--- src/sv/ppt_pkg.sv ---
// Shared types and constants for the pointer position tracker.
`default_nettype none

package ppt_pkg;

  typedef enum logic [2:0] {
    ACT_MOVE_REL    = 3'd0,
    ACT_MOVE_ABS    = 3'd1,
    ACT_BUTTON      = 3'd2,
    ACT_WHEEL       = 3'd3,
    ACT_TAKE_WHEEL  = 3'd4,
    ACT_QUERY       = 3'd5,
    ACT_SET_PRESENT = 3'd6,
    ACT_NONE        = 3'd7
  } action_t;

  localparam int unsigned CFG_IDX_W = 1;
  localparam int unsigned CFG_DATA_W = 16;

  localparam logic [CFG_IDX_W-1:0] CFG_SCREEN_WIDTH  = 1'b0;
  localparam logic [CFG_IDX_W-1:0] CFG_SCREEN_HEIGHT = 1'b1;

endpackage

`default_nettype wire

--- src/sv/pointer_position_tracker_top.sv ---
// Pointer position tracker: returns a state snapshot per mouse event. Each accepted beat
// updates position, buttons, wheel total or present flag as its action selects, and loads
// the result register, which shows in the cycle after acceptance. Input is ready when the
// result register is empty or being taken, so one event per clock is taken while results
// are taken. The user must write screen size registers through the cfg port only while no
// event is in flight; the block does not enforce it. Only a nonzero size clamps position.
`default_nettype none

module pointer_position_tracker_top (
  input  wire logic                                 clk,
  input  wire logic                                 rst_n,
  // configuration
  input  wire logic                                 cfg_we,
  input  wire logic [ppt_pkg::CFG_IDX_W-1:0]        cfg_index,
  input  wire logic [ppt_pkg::CFG_DATA_W-1:0]       cfg_data,
  // event channel
  input  wire logic                                 in_valid,
  output logic                                      in_ready,
  input  wire logic [2:0]                           in_action,
  input  wire logic signed [15:0]                   in_delta_x,
  input  wire logic signed [15:0]                   in_delta_y,
  input  wire logic signed [16:0]                   in_pos_x,
  input  wire logic signed [16:0]                   in_pos_y,
  input  wire logic [31:0]                          in_button_mask,
  input  wire logic                                 in_button_down,
  input  wire logic signed [15:0]                   in_wheel_delta,
  input  wire logic                                 in_present_value,
  // result channel
  output logic                                      out_valid,
  input  wire logic                                 out_ready,
  output logic signed [31:0]                        out_cur_x,
  output logic signed [31:0]                        out_cur_y,
  output logic [31:0]                               out_cur_buttons,
  output logic signed [31:0]                        out_wheel_taken,
  output logic                                      out_is_present
);

  // Saturating signed add of a 32-bit total and a 16-bit step.
  function automatic logic signed [31:0] sat_add(input logic signed [31:0] a,
                                                 input logic signed [15:0] b);
    logic signed [32:0] s;
    s = 33'(a) + 33'(b);
    if (s[32] != s[31]) begin
      sat_add = s[32] ? 32'sh8000_0000 : 32'sh7fff_ffff;
    end else begin
      sat_add = s[31:0];
    end
  endfunction

  // Clamp to 0..size-1 unless the size is unknown.
  function automatic logic signed [31:0] clamp_axis(input logic signed [31:0] v,
                                                    input logic [15:0] size);
    logic signed [31:0] top;
    top = $signed({16'd0, size - 16'd1});
    if (size == 16'd0) begin
      clamp_axis = v;
    end else if (v < 0) begin
      clamp_axis = '0;
    end else if (v > top) begin
      clamp_axis = top;
    end else begin
      clamp_axis = v;
    end
  endfunction

  logic [15:0]        screen_w_r;
  logic [15:0]        screen_h_r;
  logic signed [31:0] pointer_x_r, pointer_x_nxt;
  logic signed [31:0] pointer_y_r, pointer_y_nxt;
  logic [31:0]        buttons_r, buttons_nxt;
  logic signed [31:0] wheel_r, wheel_nxt;
  logic               present_r, present_nxt;
  logic               seeded_r, seeded_nxt;
  logic signed [31:0] wheel_out;
  logic signed [31:0] base_x, base_y;
  logic               out_valid_r;
  logic signed [31:0] out_cur_x_r;
  logic signed [31:0] out_cur_y_r;
  logic [31:0]        out_cur_buttons_r;
  logic signed [31:0] out_wheel_taken_r;
  logic               out_is_present_r;
  logic               accept;
  ppt_pkg::action_t   act;

  assign act      = ppt_pkg::action_t'(in_action);
  assign in_ready = !out_valid_r || out_ready;
  assign accept   = in_valid && in_ready;
  assign out_valid = out_valid_r;
  assign out_cur_x       = out_cur_x_r;
  assign out_cur_y       = out_cur_y_r;
  assign out_cur_buttons = out_cur_buttons_r;
  assign out_wheel_taken = out_wheel_taken_r;
  assign out_is_present  = out_is_present_r;

  // Seed base: stored position, or screen centre when not yet seeded.
  always_comb begin
    if (seeded_r) begin
      base_x = pointer_x_r;
      base_y = pointer_y_r;
    end else begin
      base_x = $signed({17'd0, screen_w_r[15:1]});
      base_y = $signed({17'd0, screen_h_r[15:1]});
    end
  end

  // Next state for one event.
  always_comb begin
    pointer_x_nxt = pointer_x_r;
    pointer_y_nxt = pointer_y_r;
    buttons_nxt   = buttons_r;
    wheel_nxt     = wheel_r;
    present_nxt   = present_r;
    seeded_nxt    = seeded_r;
    unique case (act)
      ppt_pkg::ACT_MOVE_REL: begin
        pointer_x_nxt = clamp_axis(sat_add(base_x, in_delta_x), screen_w_r);
        pointer_y_nxt = clamp_axis(sat_add(base_y, in_delta_y), screen_h_r);
        seeded_nxt    = 1'b1;
        present_nxt   = 1'b1;
      end
      ppt_pkg::ACT_MOVE_ABS: begin
        pointer_x_nxt = clamp_axis(32'(in_pos_x), screen_w_r);
        pointer_y_nxt = clamp_axis(32'(in_pos_y), screen_h_r);
        seeded_nxt    = 1'b1;
        present_nxt   = 1'b1;
      end
      ppt_pkg::ACT_BUTTON: begin
        buttons_nxt = in_button_down ? (buttons_r | in_button_mask)
                                     : (buttons_r & ~in_button_mask);
        present_nxt = 1'b1;
      end
      ppt_pkg::ACT_WHEEL: begin
        wheel_nxt   = sat_add(wheel_r, in_wheel_delta);
        present_nxt = 1'b1;
      end
      ppt_pkg::ACT_TAKE_WHEEL: begin
        wheel_nxt = '0;
      end
      ppt_pkg::ACT_QUERY: begin
        pointer_x_nxt = base_x;
        pointer_y_nxt = base_y;
        seeded_nxt    = 1'b1;
      end
      ppt_pkg::ACT_SET_PRESENT: begin
        present_nxt = in_present_value;
      end
      ppt_pkg::ACT_NONE: begin
      end
      default: begin
      end
    endcase
  end

  // Take reports the total before clearing it.
  assign wheel_out = (act == ppt_pkg::ACT_TAKE_WHEEL) ? wheel_r : wheel_nxt;

  // Hold screen size.
  always_ff @(posedge clk) begin
    if (!rst_n) begin
      screen_w_r <= '0;
      screen_h_r <= '0;
    end else if (cfg_we) begin
      unique case (cfg_index)
        ppt_pkg::CFG_SCREEN_WIDTH:  screen_w_r <= cfg_data;
        ppt_pkg::CFG_SCREEN_HEIGHT: screen_h_r <= cfg_data;
        default: begin
        end
      endcase
    end
  end

  // Advance tracker state on each accepted beat.
  always_ff @(posedge clk) begin
    if (!rst_n) begin
      pointer_x_r <= '0;
      pointer_y_r <= '0;
      buttons_r   <= '0;
      wheel_r     <= '0;
      present_r   <= 1'b0;
      seeded_r    <= 1'b0;
    end else if (accept) begin
      pointer_x_r <= pointer_x_nxt;
      pointer_y_r <= pointer_y_nxt;
      buttons_r   <= buttons_nxt;
      wheel_r     <= wheel_nxt;
      present_r   <= present_nxt;
      seeded_r    <= seeded_nxt;
    end
  end

  // Result valid: set on accept, drop when taken with nothing new.
  always_ff @(posedge clk) begin
    if (!rst_n) begin
      out_valid_r <= 1'b0;
    end else if (in_ready) begin
      out_valid_r <= in_valid;
    end
  end

  // Load the snapshot.
  always_ff @(posedge clk) begin
    if (accept) begin
      out_cur_x_r       <= pointer_x_nxt;
      out_cur_y_r       <= pointer_y_nxt;
      out_cur_buttons_r <= buttons_nxt;
      out_wheel_taken_r <= wheel_out;
      out_is_present_r  <= present_nxt;
    end
  end

endmodule

`default_nettype wire

--- config.mk ---
export PLATFORM = sky130hd
export DESIGN_NAME = pointer_position_tracker_top
export DESIGN_NICKNAME = d
export VERILOG_FILES = /design/src/sv/ppt_pkg.sv /design/src/sv/pointer_position_tracker_top.sv
export SDC_FILE = /design/constraint.sdc
export NUM_CORES = 1
export LEC_CHECK = 0
export BUFFER_PORTS_ARGS = -buffer_cell sky130_fd_sc_hd__buf_2
export CORE_MARGIN = 2
export CORE_UTILIZATION = 55
export CTS_CLUSTER_DIAMETER = 60
export DETAILED_ROUTE_END_ITERATION = 8
export GPL_TIMING_DRIVEN = 1
export PLACE_DENSITY = 0.76
export REMOVE_ABC_BUFFERS = 1
export SETUP_SLACK_MARGIN = 0.3
export SLEW_MARGIN = 20
export SYNTH_ARGS = -nofsm -noshare
export SYNTH_HDL_FRONTEND = slang
export SYNTH_SLANG_ARGS = --single-unit
--- constraint.sdc ---
create_clock -name clk -period 9 [get_ports clk]
set_input_delay 0.45 -clock clk [delete_from_list [all_inputs] [get_ports clk]]
set_output_delay 0.45 -clock clk [all_outputs]
set_load 0.005 [all_outputs]
After elaboration in Yosys (flattened, before gate mapping)
Index checks and enable logic that the tools add are counted. Widths: inputs -> output; s select.

Register bits: 292. Input port bits: 141. Output and inout bits: 131. Logic and storage cells: 80.

Add/subtract/negate cells: 5. Order comparisons: 8. Equal/unequal tests: 9. Mux-type cells: 29. Bitwise gates (word level): 4. Reductions and logical operators: 11.

Operators with widths (count): $mux 32 (25); $pmux 32 s3 (2); $add 32x16->33 (3); $gt 32x17->1 (2); $lt 32x1->1 const B (2); $pmux 32 s2 (1); $gt 17x17->1 (2); $lt 17x1->1 const B (2); $and 32x32->32 (1); $logic_not 16->1 (2); $not 32->32 (1); $or 32x32->32 (1); $sub 16x1->16 const B (2); $eq 3x3->1 const B (3); $eq 3x2->1 const B (2); $reduce_and 2->1 (3); $reduce_or 4->1 (1); $eq 3x1->1 const B (1); $logic_not 3->1 (1); $ne 1x1->1 (3); $reduce_or 3->1 (1); $pmux 1 s2 (1); $logic_and 1x1->1 (1); $logic_not 1->1 (1); other kinds (2) (2).

Longest topological paths before layout
Word-level depth: 10. Mapped depth: 38.

Worst setup path before layout
No wires, ideal clock.

Kind: reg-to-reg. Start point: register seeded_r. End point: register out_cur_y_r[13] (netlist: out_cur_y[13]) (data pin). Library setup time: 0.266 ns. Data arrival time: 7.659 ns. Path slack: 1.075 ns. Cell stages (with the launch flop): 38. Path buffers: 7. Clock period less this slack: 7.925 ns. Cells stage by stage: dfxtp_1 buf_2 buf_1 clkbuf_1 clkbuf_1 nand2_1 o21ai_0 ha_1 inv_1 fa_1 nor2b_1 o2111a_1 o21a_1 a211oi_1 nor3_1 o21ai_0 o21ai_0 inv_1 [... 2 more ...] nand2_1 clkbuf_1 o21a_1 inv_1 ha_1 nor2b_1 o21a_1 o21ai_0 a21oi_1 o311ai_0 nand3_1 a2111o_1 nor4_1 nand4_1 buf_2 nor2b_1 a221oi_1 nor2_1.

Cells in the longest elaborated chain, start to end: 10. Elaborated cells between the ends (all ways): 12. Those cells by class: add/sub (1); order compare (2); eq/ne (1); mux (8).

RTL lines: start, declared (RTL line pointer_position_tracker_top.sv:73) `logic seeded_r, seeded_nxt;`; start signal, assigned (RTL line pointer_position_tracker_top.sv:187) `seeded_r <= seeded_nxt;`; $mux 32 (*) (RTL line pointer_position_tracker_top.sv:97) `if (seeded_r) begin`; $add 32x16->33 (RTL line pointer_position_tracker_top.sv:42) `s = 33'(a) + 33'(b);`; $mux 32 / $ne 1x1->1 (equally long branches) (RTL line pointer_position_tracker_top.sv:44, pointer_position_tracker_top.sv:43); $mux 32 (RTL line pointer_position_tracker_top.sv:43) `if (s[32] != s[31]) begin`; $mux 32 (RTL line pointer_position_tracker_top.sv:114) `unique case (act)`; $gt 32x17->1 (RTL line pointer_position_tracker_top.sv:59) `end else if (v > top) begin`; $mux 32 (RTL line pointer_position_tracker_top.sv:59); $mux 32 (RTL line pointer_position_tracker_top.sv:57) `end else if (v < 0) begin`; $mux 32 (RTL line pointer_position_tracker_top.sv:55) `if (size == 16'd0) begin`; $pmux 32 s3 (*) (RTL line pointer_position_tracker_top.sv:114); via pointer_y_nxt[13] (RTL line pointer_position_tracker_top.sv:69) `logic signed [31:0] pointer_y_r, pointer_y_nxt;`; end signal, assigned (RTL line pointer_position_tracker_top.sv:204) `out_cur_y_r <= pointer_y_nxt;`; end, declared (RTL line pointer_position_tracker_top.sv:78) `logic signed [31:0] out_cur_y_r;`.

Mark *: on every way through the listed nets, which the timed path passes. The rest lies on a longest branch. The select of a mux whose other input is x is not followed. A chain may end at the register's enable or synchronous reset.

Final worst setup path
Start point: register seeded_r. End point: register out_cur_x_r[8] (netlist: out_cur_x[8]) (data pin).

Cells in the longest elaborated chain, start to end: 10. Elaborated cells between the ends (all ways): 12. Those cells by class: add/sub (1); order compare (2); eq/ne (1); mux (8).

RTL lines: $mux 32 (*) (RTL line pointer_position_tracker_top.sv:97); $add 32x16->33 (RTL line pointer_position_tracker_top.sv:42); $mux 32 / $ne 1x1->1 (equally long branches) (RTL line pointer_position_tracker_top.sv:44, pointer_position_tracker_top.sv:43); $mux 32 (RTL line pointer_position_tracker_top.sv:43); $mux 32 (RTL line pointer_position_tracker_top.sv:114); $gt 32x17->1 (RTL line pointer_position_tracker_top.sv:59); $mux 32 (RTL line pointer_position_tracker_top.sv:59); $mux 32 (RTL line pointer_position_tracker_top.sv:57); $mux 32 (RTL line pointer_position_tracker_top.sv:55); $pmux 32 s3 (*) (RTL line pointer_position_tracker_top.sv:114); via pointer_x_nxt[8] (RTL line pointer_position_tracker_top.sv:68) `logic signed [31:0] pointer_x_r, pointer_x_nxt;`; end signal, assigned (RTL line pointer_position_tracker_top.sv:203) `out_cur_x_r <= pointer_x_nxt;`; end, declared (RTL line pointer_position_tracker_top.sv:77) `logic signed [31:0] out_cur_x_r;`.

Marks and branches as above.

==> results.json <==
{
  "synth_area_mm2": 0.02210,
  "core-area_mm2": 0.03973,
  "finalWirelength_mm": 74.39,
  "maxSlewViolCount": 0,
  "path_cells": "buf_4, o21ai_0, ha_1, fa_1, a211oi_1, o21ai_0, o2111ai_1, a2111oi_0, nor3_2, mux2i_1, nand2_1, buf_4, o21ai_0, ha_1, a2111oi_0, o21ai_0, a31o_2, a221oi_1, a21oi_1, a21oi_4, o211ai_4, or3b_2, a31oi_1, nor2_1",
  "viasPerCell": 6.446,
  "setup_tns_ns": 0,
  "crit_fanout": 44,
  "root_buffer": "clkbuf_16",
  "critPathKind": "flop to flop",
  "grt_pass1_vias": 20960,
  "placement_rows": 73,
  "clock_path_buffers": 3,
  "finClkSkew_ns": 0.02511,
  "final_hold_viol_count": 0,
  "p_per_area_mw_per_mm2": 163.7,
  "cap_violations": 0,
  "placed_cell_area_mm2": 0.02385,
  "ys_ff_latch": 292,
  "irDropWorstVdd_v": 0.0001555,
  "stdcell_area_mm2": 0.02501,
  "final_util_pct": 62.95,
  "io_pins": 272,
  "worstPathRequired_ns": 9.31,
  "arrival_ns": 8.41,
  "firstDrtPassIters": 6,
  "avgSynthCellArea_um2": 8.273,
  "die_w_um": 204.4,
  "clock-sinks": 292,
  "async_flop_share_pct": 0,
  "crit_start": "seeded_r$_SDFFE_PN0P_",
  "initial_core_util_pct": 55.62,
  "portBuffers": 271,
  "critPathCaptureType": "flop",
  "grt.total_usage_pct": 34.71,
  "area_delta_synth_final_pct": 13.19,
  "worstSkewPairLatency_ns": 0.58,
  "avgRoutedWirePerCell_um": 21.73,
  "min_from": "cfg_data[5]",
  "fp.dieH_um": 204.4,
  "hold_path.class": "input pin to flop",
  "fillers": 3481,
  "p_total_w": 0.004096,
  "routed-via-count": 22064,
  "cts_tree": "built",
  "worstSetupStartpointType": "flop",
  "cpMaxStageDelayCell": "dfxtp_4",
  "fmax_mhz": 123.5,
  "hpwl_mm": 53.81,
  "min_period_ns": 8.096,
  "dr.first_iter.drc_count": 1841,
  "r2r_start": "seeded_r$_SDFFE_PN0P_",
  "drtAntennaViolNets": 0,
  "synth_edf_count": 129,
  "dieArea_mm2": 0.04180,
  "status": "complete, no violations",
  "cts_max_level": 2,
  "max_stage_delay_ns": 0.57,
  "critPathMostFrequentCell": "o21ai_0",
  "netlist_instances": 2671,
  "p_leak_nw": 10.62,
  "globalRouteOverflowTotal": 0,
  "gp_congestion": 1.026,
  "fin_nets": 3175,
  "clkSlewWorstSetupHoldPaths_ns": 0.06,
  "setup_viol": 0,
  "drive_above_1_share_pct": 17.06,
  "max_slew_margin_pct": 26.15,
  "drc_errors": 0,
  "cts_buffers": 36,
  "period_share_pct": 89.95,
  "grt_pass1_wl_mm": 114.5,
  "ys_seq_area_share_pct": 32.30,
  "grt_max_degree": 122,
  "ctsHoldBuffers": 0,
  "worstMarginPinSlew_ns": 1.100,
  "rsz0062_at_grt": "no",
  "antenna_found_initial": 2,
  "ys_types": 94,
  "yosys_warnings": 0,
  "synthFlopType": "dfxtp_1"
}
## final cells by class
class,instances,area [um2],area share [%]
antenna,2,5.005,0.02001
clock buffer,47,992.2,3.967
clock inverter,18,146.4,0.5853
inverter,59,229.0,0.9154
multi-input combinational,2174,14220,56.87
sequential,292,7141,28.55
tap,525,656.9,2.626
timing repair buffer,306,1619,6.473
## synth_stat cells (52+ instances only)
master / instances / area share, %
a21o_1: 59 / 2.0
a21oi_1: 254 / 5.8
and2_1: 54 / 1.5
clkbuf_1: 133 / 2.3
dfxtp_1: 163 / 15
edfxtp_1: 129 / 18
ha_1: 162 / 9.2
inv_1: 58 / 0.99
mux2_2: 70 / 3.6
nand2_1: 379 / 6.4
nand3_1: 76 / 1.7
nor2_1: 146 / 2.5
o21ai_0: 247 / 5.6
xnor2_1: 52 / 2.1
## per-layer routing
| layer | up-vias | wire [um] | GRT usage [%] |
|---|---|---|---|
| met1 | 10362 | 31070 | 45.65 |
| met3 | 249 | 6304 | 5.931 |
| met4 | 2 | 3665 | 16.67 |
| met2 | 1118 | 33330 | 55.35 |
| li1 | 10333 | - | - |
| met5 | - | 16 | 0 |
## stage by stage
| step | setup slack (ns) | instances | hold WS (ns) |
|---|---|---|---|
| after floorplan | 0.2068 | 2525 | 0.4329 |
| after global placement | 0.8444 | 3354 | 0.4382 |
| after detailed placement | 0.5528 | 3354 | 0.4460 |
| after CTS | 0.5366 | 3419 | 0.1156 |
| after global routing | 0.4289 | 3421 | 0.1295 |
| final | 0.9043 | 3423 | 0.1275 |
## state kept, by name, indices dropped and copies added, names as in the netlist
register and count:
pointer_x_r 32, wheel_r 32, out_is_present 1, seeded_r 1
screen_h_r 16, pointer_y_r 32, out_wheel_taken 32, out_cur_buttons 32
out_valid 1, out_cur_y 32, buttons_r 32, present_r 1
screen_w_r 16, out_cur_x 32
## what timing repair did
item | 4_1_cts | 5_1_grt
setup buffers | 0 | 2
gates resized for setup | 0 | 3
endpoints found under the setup margin | 0 | 57
## path summary, 6_finish.rpt
check,slack [ns],endpoint,cells after the start
setup reg to reg,0.90,out_cur_x[8]$_DFFE_PP_,24
setup / recovery,0.90,out_cur_x[8]$_DFFE_PP_,24
hold reg to reg,0.45,buttons_r[3]$_SDFFE_PN0P_,2
hold / removal,0.13,screen_h_r[5]$_SDFFE_PN0P_,3
## layout by cell type, fill, tap and decap left out, drive strengths merged, types with 28 or more instances in the layout
| cell | synthesis | final |
|---|---|---|
| a21o | 59 | 59 |
| a21oi | 256 | 256 |
| a22oi | 38 | 38 |
| and2 | 54 | 54 |
| buf | 13 | 306 |
| clkbuf | 133 | 47 |
| dfxtp | 163 | 163 |
| edfxtp | 129 | 129 |
| ha | 162 | 162 |
| inv | 59 | 66 |
| mux2 | 71 | 71 |
| nand2 | 379 | 379 |
| nand2b | 40 | 40 |
| nand3 | 76 | 76 |
| nand4 | 31 | 31 |
| nor2 | 146 | 146 |
| nor3 | 40 | 40 |
| o211ai | 28 | 28 |
| o21a | 49 | 49 |
| o21ai | 253 | 253 |
| xnor2 | 52 | 52 |
| xor2 | 49 | 49 |
## logic make-up after synthesis
kind of cell | after synthesis | share of synthesized area, %
compound gates | 924 | 27.10
xor+xnor | 101 | 4.003
simple gates | 892 | 19.02
fa+ha+maj | 170 | 9.671
mux | 87 | 4.360
flops | 292 | 32.30
buf+inv | 205 | 3.550
## critical path: cells and delay by family, from the launching register on
family                   cells  cell delay (ns)
flip-flops                   1             0.57
buffers and inverters        2             0.83
AO/OA/AOI/OAI               14             3.76
multiplexers                 1             0.23
AND/OR/NAND/NOR              4             1.40
adder cells (fa/ha/maj)      3             0.97
## power by group
group	internal (W)	switching, W	total, W
Sequential	0.00148	0.0000586	0.00153
Combinational	0.000435	0.000711	0.00115
Clock	0.000794	0.000622	0.00142
Note: power is estimated with default switching activity, not from simulation.
